===== config.mk =====
export PLATFORM = sky130hd
export DESIGN_NAME = quoted_word_tokenizer
export DESIGN_NICKNAME = d
export VERILOG_FILES = /design/src/hw/rtl/qwt_pkg.sv /design/src/hw/rtl/quoted_word_tokenizer.sv /design/src/hw/rtl/qwt_front.sv /design/src/hw/rtl/qwt_queue.sv /design/src/hw/rtl/qwt_back.sv
export SDC_FILE = /design/constraint.sdc
export NUM_CORES = 1
export LEC_CHECK = 0
export ABC_AREA = 1
export BUFFER_PORTS_ARGS = -buffer_cell sky130_fd_sc_hd__buf_2
export CELL_PAD_IN_SITES_DETAIL_PLACEMENT = 1
export CELL_PAD_IN_SITES_GLOBAL_PLACEMENT = 1
export CORE_MARGIN = 8
export CORE_UTILIZATION = 48
export DETAILED_ROUTE_END_ITERATION = 10
export GPL_TIMING_DRIVEN = 0
export PLACE_DENSITY_LB_ADDON = 0.25
export SYNTH_ARGS = -nofsm -noshare
export SYNTH_HDL_FRONTEND = slang
export SYNTH_HIERARCHICAL = 1
export SYNTH_SLANG_ARGS = --single-unit

===== constraint.sdc =====
create_clock -name i_clk -period 3.5 [get_ports i_clk]
set_input_delay 0.7 -clock i_clk [delete_from_list [all_inputs] [get_ports i_clk]]
set_output_delay 0.7 -clock i_clk [all_outputs]
set_load 0.1 [all_outputs]

===== src/hw/rtl/qwt_pkg.sv =====
package qwt_pkg;

    localparam int MAX_WORD = 256;
    localparam int CNT_W    = $clog2(MAX_WORD + 1);
    localparam int CHAR_W   = 8;
    localparam int LEN_W    = 9;

    localparam int QDEPTH = 4;
    localparam int QAW    = $clog2(QDEPTH);
    localparam int QCW    = $clog2(QDEPTH + 1);

    localparam logic [CHAR_W-1:0] CH_EOL       = 8'd0;
    localparam logic [CHAR_W-1:0] CH_SPACE     = 8'd32;
    localparam logic [CHAR_W-1:0] CH_DQUOTE    = 8'd34;
    localparam logic [CHAR_W-1:0] CH_SQUOTE    = 8'd39;
    localparam logic [CHAR_W-1:0] CH_BACKSLASH = 8'd92;

    typedef enum logic [1:0] {
        PH_BETWEEN = 2'd0,
        PH_WORD    = 2'd1,
        PH_DISCARD = 2'd2
    } t_phase;

    typedef enum logic [1:0] {
        KIND_CHAR     = 2'd0,
        KIND_WORD_END = 2'd1,
        KIND_LINE_END = 2'd2
    } t_kind;

    typedef enum logic [1:0] {
        ST_OK           = 2'd0,
        ST_BAD_ESCAPE   = 2'd1,
        ST_TOO_LONG     = 2'd2,
        ST_UNTERMINATED = 2'd3
    } t_status;

    // One queued action: a result, optionally followed by a line end.
    typedef struct packed {
        t_kind              kind;
        logic [CHAR_W-1:0]  word_char;
        t_status            status;
        logic [LEN_W-1:0]   word_length;
        logic               line_end;
    } t_entry;

endpackage


===== src/hw/rtl/quoted_word_tokenizer.sv =====
// Shell-style word splitter. Feed one byte of a line per transfer on the push
// side (0 ends the line); pop results from the queue-style output. Each byte
// gives zero, one or two results: a word character (kind 0), a word end with
// a status (kind 1: ok, invalid escape, too long, unterminated quote) or a
// line end (kind 2); o_last marks the final result of a byte. A byte is
// classified in the cycle it is taken, so a new byte can be pushed every
// cycle while full is low; results leave one per cycle while pop is high,
// and a byte with two results (a word end closed by the end of line) sends
// both in turn. A four-entry queue between the classifier and the output
// register absorbs bursts and output stalls; full rises only when it is full.
module quoted_word_tokenizer
    import qwt_pkg::*;
(
    input  logic              i_clk,
    input  logic              i_rst_n,
    input  logic              push,
    output logic              full,
    input  logic [CHAR_W-1:0] i_character,
    output logic              empty,
    input  logic              pop,
    output logic [1:0]        o_kind,
    output logic [CHAR_W-1:0] o_word_char,
    output logic [1:0]        o_status,
    output logic [LEN_W-1:0]  o_word_length,
    output logic              o_last
);

    logic   accept;
    t_entry fr_entry;
    logic   fr_entry_vld;
    t_entry q_entry;
    logic   q_full, q_empty, q_pop;

    // take a byte whenever the queue has room for whatever it produces
    assign full   = q_full;
    assign accept = push && !q_full;

    // front: word/quote/escape state machine, one byte per cycle while the queue has room
    qwt_front u_front (
        .i_clk       (i_clk),
        .i_rst_n     (i_rst_n),
        .i_accept    (accept),
        .i_character (i_character),
        .o_entry     (fr_entry),
        .o_entry_vld (fr_entry_vld)
    );

    // hold classified actions until the back end can emit them
    qwt_queue u_queue (
        .i_clk     (i_clk),
        .i_rst_n   (i_rst_n),
        .i_wr      (fr_entry_vld),
        .i_wr_data (fr_entry),
        .i_rd      (q_pop),
        .o_rd_data (q_entry),
        .o_full    (q_full),
        .o_empty   (q_empty)
    );

    // back: expand each action into one or two results in the output register
    qwt_back u_back (
        .i_clk         (i_clk),
        .i_rst_n       (i_rst_n),
        .i_entry       (q_entry),
        .i_q_empty     (q_empty),
        .o_q_pop       (q_pop),
        .i_pop         (pop),
        .o_empty       (empty),
        .o_kind        (o_kind),
        .o_word_char   (o_word_char),
        .o_status      (o_status),
        .o_word_length (o_word_length),
        .o_last        (o_last)
    );

endmodule


===== src/hw/rtl/qwt_front.sv =====
module qwt_front
    import qwt_pkg::*;
(
    input  logic              i_clk,
    input  logic              i_rst_n,
    input  logic              i_accept,
    input  logic [CHAR_W-1:0] i_character,
    output t_entry            o_entry,
    output logic              o_entry_vld
);

    t_phase            r_phase, n_phase;
    logic [CHAR_W-1:0] r_delim, n_delim;
    logic              r_esc, n_esc;
    logic [CNT_W-1:0]  r_count, n_count;

    logic [CNT_W-1:0]  count_inc;
    logic              at_limit;
    logic              is_eol;

    always_ff @(posedge i_clk) begin
        if (!i_rst_n) begin
            r_phase <= PH_BETWEEN;
            r_delim <= CH_SPACE;
            r_esc   <= 1'b0;
            r_count <= '0;
        end else begin
            r_phase <= n_phase;
            r_delim <= n_delim;
            r_esc   <= n_esc;
            r_count <= n_count;
        end
    end

    assign count_inc = CNT_W'(r_count + 1'b1);
    assign at_limit  = (r_count >= CNT_W'(MAX_WORD));
    assign is_eol    = (i_character == CH_EOL);

    always_comb begin
        n_phase     = r_phase;
        n_delim     = r_delim;
        n_esc       = r_esc;
        n_count     = r_count;
        o_entry     = '{kind: KIND_CHAR, word_char: '0, status: ST_OK,
                        word_length: '0, line_end: 1'b0};
        o_entry_vld = 1'b0;

        if (i_accept) begin
            case (r_phase)
                PH_BETWEEN: begin
                    if (is_eol) begin
                        o_entry.kind = KIND_LINE_END;
                        o_entry_vld  = 1'b1;
                    end else if (i_character == CH_SPACE) begin
                        n_phase = PH_BETWEEN;
                    end else if (i_character == CH_DQUOTE ||
                                 i_character == CH_SQUOTE) begin
                        n_delim = i_character;
                        n_count = '0;
                        n_esc   = 1'b0;
                        n_phase = PH_WORD;
                    end else begin
                        n_delim             = CH_SPACE;
                        n_count             = CNT_W'(1);
                        n_esc               = 1'b0;
                        n_phase             = PH_WORD;
                        o_entry.word_char   = i_character;
                        o_entry.word_length = LEN_W'(1);
                        o_entry_vld         = 1'b1;
                    end
                end
                PH_WORD: begin
                    if (at_limit || r_esc) begin
                        n_esc = 1'b0;
                    end
                    if (at_limit && i_character == r_delim) begin
                        o_entry.kind        = KIND_WORD_END;
                        o_entry.word_length = LEN_W'(r_count);
                        o_entry_vld         = 1'b1;
                        n_phase             = PH_BETWEEN;
                    end else if (at_limit || (r_esc && i_character != r_delim &&
                                              i_character != CH_BACKSLASH)) begin
                        // error: end the word, then drop the rest of the line
                        o_entry.kind        = KIND_WORD_END;
                        o_entry.status      = at_limit ? ST_TOO_LONG : ST_BAD_ESCAPE;
                        o_entry.word_length = LEN_W'(r_count);
                        o_entry.line_end    = is_eol;
                        o_entry_vld         = 1'b1;
                        n_phase             = is_eol ? PH_BETWEEN : PH_DISCARD;
                    end else if (r_esc) begin
                        n_count             = count_inc;
                        o_entry.word_char   = i_character;
                        o_entry.word_length = LEN_W'(count_inc);
                        o_entry_vld         = 1'b1;
                    end else if (i_character == r_delim) begin
                        o_entry.kind        = KIND_WORD_END;
                        o_entry.word_length = LEN_W'(r_count);
                        o_entry_vld         = 1'b1;
                        n_phase             = PH_BETWEEN;
                    end else if (is_eol) begin
                        o_entry.kind        = KIND_WORD_END;
                        o_entry.status      = (r_delim == CH_SPACE) ? ST_OK
                                                                    : ST_UNTERMINATED;
                        o_entry.word_length = LEN_W'(r_count);
                        o_entry.line_end    = 1'b1;
                        o_entry_vld         = 1'b1;
                        n_phase             = PH_BETWEEN;
                    end else if (i_character == CH_BACKSLASH) begin
                        n_esc = 1'b1;
                    end else begin
                        n_count             = count_inc;
                        o_entry.word_char   = i_character;
                        o_entry.word_length = LEN_W'(count_inc);
                        o_entry_vld         = 1'b1;
                    end
                end
                PH_DISCARD: begin
                    n_esc = 1'b0;
                    if (is_eol) begin
                        o_entry.kind = KIND_LINE_END;
                        o_entry_vld  = 1'b1;
                        n_phase      = PH_BETWEEN;
                    end
                end
                default: begin
                    n_phase = PH_BETWEEN;
                end
            endcase
        end
    end

endmodule


===== src/hw/rtl/qwt_queue.sv =====
module qwt_queue
    import qwt_pkg::*;
(
    input  logic   i_clk,
    input  logic   i_rst_n,
    input  logic   i_wr,
    input  t_entry i_wr_data,
    input  logic   i_rd,
    output t_entry o_rd_data,
    output logic   o_full,
    output logic   o_empty
);

    t_entry           r_mem [QDEPTH];
    logic [QAW-1:0]   r_wr_ptr, r_rd_ptr;
    logic [QCW-1:0]   r_count;

    logic             do_wr, do_rd;

    assign o_full    = (r_count == QCW'(QDEPTH));
    assign o_empty   = (r_count == '0);
    assign do_wr     = i_wr && !o_full;
    assign do_rd     = i_rd && !o_empty;
    assign o_rd_data = r_mem[r_rd_ptr];

    always_ff @(posedge i_clk) begin
        if (do_wr) begin
            r_mem[r_wr_ptr] <= i_wr_data;
        end
    end

    always_ff @(posedge i_clk) begin
        if (!i_rst_n) begin
            r_wr_ptr <= '0;
            r_rd_ptr <= '0;
            r_count  <= '0;
        end else begin
            if (do_wr) begin
                r_wr_ptr <= QAW'(r_wr_ptr + 1'b1);
            end
            if (do_rd) begin
                r_rd_ptr <= QAW'(r_rd_ptr + 1'b1);
            end
            case ({do_wr, do_rd})
                2'b10:   r_count <= QCW'(r_count + 1'b1);
                2'b01:   r_count <= QCW'(r_count - 1'b1);
                default: r_count <= r_count;
            endcase
        end
    end

endmodule


===== src/hw/rtl/qwt_back.sv =====
module qwt_back
    import qwt_pkg::*;
(
    input  logic              i_clk,
    input  logic              i_rst_n,
    input  t_entry            i_entry,
    input  logic              i_q_empty,
    output logic              o_q_pop,
    input  logic              i_pop,
    output logic              o_empty,
    output logic [1:0]        o_kind,
    output logic [CHAR_W-1:0] o_word_char,
    output logic [1:0]        o_status,
    output logic [LEN_W-1:0]  o_word_length,
    output logic              o_last
);

    logic              r_vld, n_vld;
    logic              r_le_pend, n_le_pend;
    t_kind             r_kind, n_kind;
    logic [CHAR_W-1:0] r_char, n_char;
    t_status           r_status, n_status;
    logic [LEN_W-1:0]  r_len, n_len;
    logic              r_last, n_last;

    logic              load;

    // refill the output register when it is empty or being taken
    assign load = !r_vld || i_pop;

    always_comb begin
        n_vld     = r_vld;
        n_le_pend = r_le_pend;
        n_kind    = r_kind;
        n_char    = r_char;
        n_status  = r_status;
        n_len     = r_len;
        n_last    = r_last;
        o_q_pop   = 1'b0;
        if (load) begin
            if (r_le_pend) begin
                n_vld     = 1'b1;
                n_le_pend = 1'b0;
                n_kind    = KIND_LINE_END;
                n_char    = '0;
                n_status  = ST_OK;
                n_len     = '0;
                n_last    = 1'b1;
            end else if (!i_q_empty) begin
                n_vld     = 1'b1;
                n_le_pend = i_entry.line_end;
                n_kind    = i_entry.kind;
                n_char    = i_entry.word_char;
                n_status  = i_entry.status;
                n_len     = i_entry.word_length;
                n_last    = !i_entry.line_end;
                o_q_pop   = 1'b1;
            end else begin
                n_vld = 1'b0;
            end
        end
    end

    always_ff @(posedge i_clk) begin
        if (!i_rst_n) begin
            r_vld     <= 1'b0;
            r_le_pend <= 1'b0;
        end else begin
            r_vld     <= n_vld;
            r_le_pend <= n_le_pend;
        end
    end

    always_ff @(posedge i_clk) begin
        r_kind   <= n_kind;
        r_char   <= n_char;
        r_status <= n_status;
        r_len    <= n_len;
        r_last   <= n_last;
    end

    assign o_empty       = !r_vld;
    assign o_kind        = r_kind;
    assign o_word_char   = r_char;
    assign o_status      = r_status;
    assign o_word_length = r_len;
    assign o_last        = r_last;

endmodule


==> summary.md <==
| Metric | Value |
|---|---|
| Final Skew | `10.4 ps` |
| Area Growth Syn to Fin | `16.8%` |
| Die H | `roughly 130 um` |
| Post-DRT Antenna Nets | `0` |
| Hpwl dp | `11700 um` |
| Yosys top cell by area | `edfxtp_1` |
| CP Data Arrival Time | `3340 ps` |
| Final instance area | `between 7000 and 8000 um^2` |
| Total CTS buffers | `17` |
| Largest cells by area after synthesis | `edfxtp_1 (52%), dfxtp_1 (9.7%), nor2_1 (7.6%)` |
| Global Route Usage Sum | `20.3%` |
| Internal | `0.00399 W` |
| Register bit total from synthesis | `141` |
| Fin. max-slew vios | `0` |
| Distinct cells, synth | `34` |
| Post-place instance area | `6890 um^2` |
| Routed vias/inst | `around 5.4` |
| Most used cell, CP | `nor2_2` |
| DR DRC count | `0` |
| YS warnings | `6` |
| Most frequent cell after synthesis | `nor2_1` |
| Initial antenna violation count | `0` |
| Max Cap Violations | `0` |
| Critical path class | `primary input to flip-flop` |
| Diode count | `0` |
| RSZ-0062 raised after global routing | `false` |
| Setup TNS | `0 ps` |
| Sw Share | `43.3%` |
| Flop pwr share | `between 30% and 40%` |
| Root Buffer | `clkbuf_16` |
| Worst-Skew Late Latency | `420 ps` |
| Clk buf depth | `2` |
| Pin count of the biggest net entering global routing | `23` |
| Final period utilization | `92.0%` |
| Hold_sp | `u_front/r_delim[4]` |
| Synth async-reset ratio | `0%` |
| Hold Buf Count CTS | `0` |
| Hold crit path type | `flip-flop to flip-flop` |
| Final Util | `between 50 and 60%` |
| Syn_nets | `671` |
| Yosys top cell area share | `51.6%` |
| Seq. cell area | `3920 um^2` |
| Required @ worst endpoint | `about 3600 ps` |
| Outcome | `finished clean` |
| VDD IR max | `approximately 0.00045 V` |
| Post-Syn Area | `6400 um^2` |
| Worst setup EP type | `flip-flop` |
| Input/output buffers | `35` |
| Hold WS | `474 ps` |
| Fin crit period | `between 3000 and 4000 ps` |
| Post-synth EDFFs | `110` |
| CTS Sinks | `141` |
| Psw | `0.00305 W` |
| Slew margin rel. | `38.4%` |
| Starting Density | `48.7%` |
| Main synth FF type | `edfxtp_1` |
| CORE AREA | `13100 um^2` |
| Worst stage delay on the critical path | `580 ps` |
| Final setup margin | `282 ps` |
| Clock tree from TritonCTS | `built` |
| Origin of the worst setup path | `i_character[1]` |
| Worst path slowest cell | `nor2_2` |
| TritonRoute pass-1 iters | `5` |
| Share of post-route cells with drive strength above 1 | `16.1%` |
| Row cnt | `42` |
| Register area share after synthesis | `roughly three fifths` |
| CP max FO | `13` |
| Starting DRT DRC Count | `320` |
| Routed WL | `around 17000 um` |
| Grt ovf | `0` |
| CP Launch Type | `primary input` |
| F_max | `0.311 GHz` |
| H-tree Lvls | `4` |
| # IOs | `36` |
| Clock transition at the registers of the reported paths | `60 ps` |
| Comb power frac | `40.7%` |
| Routed len/inst | `19.1 um` |
| Crit-path cells | `buf_2 -> nor2_1 -> nand3_1 -> nor2_2 -> inv_1 -> nand2_1 -> o21ai_0 -> a31oi_1 -> nand2_4 -> nor2_2 -> buf_16` |
| DIE AREA | `17300 um^2` |
| Area of the multi-input gates | `around 2000 um^2` |
| Power Dens Cells | `942 nW/um^2` |
| Vias | `around 4900` |
| Mean Syn Cell Area | `a little under 10 um^2` |
| First-pass GRT wire length | `27500 um` |
| Hold Fails Final Rpt | `0` |
| Syn Inst Count | `651` |
| # setup viols final | `0` |
| P_leak | `3.02 nW` |
| Clk pwr share | `between 20 and 30%` |
| Synth top cells by count | `nor2_1 (130), edfxtp_1 (110), inv_1 (84)` |
| Crit Reg-Reg Startpoint | `u_front/r_phase[1]` |
| Gpl congestion | `roughly 0.87` |
| Worst slew pin tran | `~900 ps` |
| Number of global-route vias before repair | `5173` |
| Die Wd | `131 um` |
| Dpl ws | `-290 ps` |
| Fill count | `1488` |
| Fin nets | `729` |
-- power groups by stage --
stage | Clock (W) | Sequential, W | Combinational (W)
finish | 0.00178 | 0.00239 | 0.00287
global route | 0.00188 | 0.00242 | 0.00305
CTS | 0.00181 | 0.00239 | 0.00289
detailed placement | 0 | 0.00242 | 0.00283
global placement | 0 | 0.00241 | 0.00269
floorplan | 0 | 0.00339 | 0.00120
-- state kept, by name (all words and copies together), names as in the netlist, named ones only --
register / count
u_queue/r_count: 3
u_back/r_vld: 1
u_queue/r_wr_ptr: 2
u_back/o_kind: 2
u_back/o_status: 2
u_back/o_last: 1
u_queue/r_rd_ptr: 2
u_front/r_delim: 8
u_queue/r_mem: 88
u_front/r_phase: 2
u_front/r_count: 9
u_back/o_word_char: 8
u_front/r_esc: 1
u_back/r_le_pend: 1
u_back/o_word_length: 9
-- through the flow --
| step | cells | total power [W] |
|---|---|---|
| final | 897 | 0.00704 |
| after global routing | 897 | 0.00735 |
| after CTS | 897 | 0.00709 |
| after detailed placement | 866 | 0.00525 |
| after global placement | 862 | 0.00510 |
| after floorplan | 651 | 0.00460 |
-- cell families after synthesis --
group | count (synthesis) | synth area share (%)
fa+ha+maj | 8 | 1.68
simple gates | 281 | 18.9
buf+inv | 109 | 8.08
xor+xnor | 7 | 0.958
flops | 141 | 61.3
compound gates | 105 | 9.09
-- placed cells by master, fill, tap and decap left out, types with 3 or more instances in the layout --
cell type / count
nor2_1: 126
edfxtp_1: 110
inv_1: 84
nand2_1: 83
buf_2: 40
o21ai_0: 35
nand3_1: 31
dfxtp_1: 31
o22ai_1: 28
o21ai_1: 19
a21oi_1: 18
clkbuf_16: 17
nor3_1: 12
buf_6: 11
nor2_2: 8
ha_1: 7
xnor2_1: 5
nand2_2: 5
nand4_1: 5
nand2_4: 5
inv_2: 4
clkinvlp_4: 3
clkinv_1: 3
bufinv_16: 3
buf_4: 3
-- timing repair --
| action | CTS | global route |
|---|---|---|
| gates resized for setup | 0 | 1 |
| setup endpoints to repair | 0 | 10 |
| setup buffers | 0 | 0 |
-- layer usage --
| metal | vias up | wire, um | track usage, % |
|---|---|---|---|
| li1 | 2293 | - | - |
| met4 | 0 | 446 | 9.83 |
| met1 | 2415 | 7020 | 23.7 |
| met3 | 38 | 861 | 4.80 |
| met5 | - | 0 | 0 |
| met2 | 135 | 8790 | 34.7 |
-- final cells by class --
class                           instances  share of cell area (%)
Clock inverter                         12                    1.98
Inverter                               90                    4.62
Buffer                                 19                    2.29
Timing Repair Buffer                   39                    3.48
Clock buffer                           19                    5.79
Sequential cell                       141                    52.5
Multi-Input combinational cell        401                    26.4
Tap cell                              176                    2.95
-- worst paths after layout --
check,end,slack (ps),depth (start not counted)
worst min-delay path,u_front/r_delim[4],470,2
worst min register to register,u_front/r_delim[4],470,2
worst max register to register,u_queue/r_mem[1][12],440,8
worst max-delay path,u_queue/r_mem[1][12],280,11
-- critical path: cells and delay by family --
family                 cells  cell delay [ps]
and+or+nand+nor            6             1500
AOI/OAI and AO/OA          2              570
buffers and inverters      3              550
Note: power is estimated with default switching activity, not from simulation.
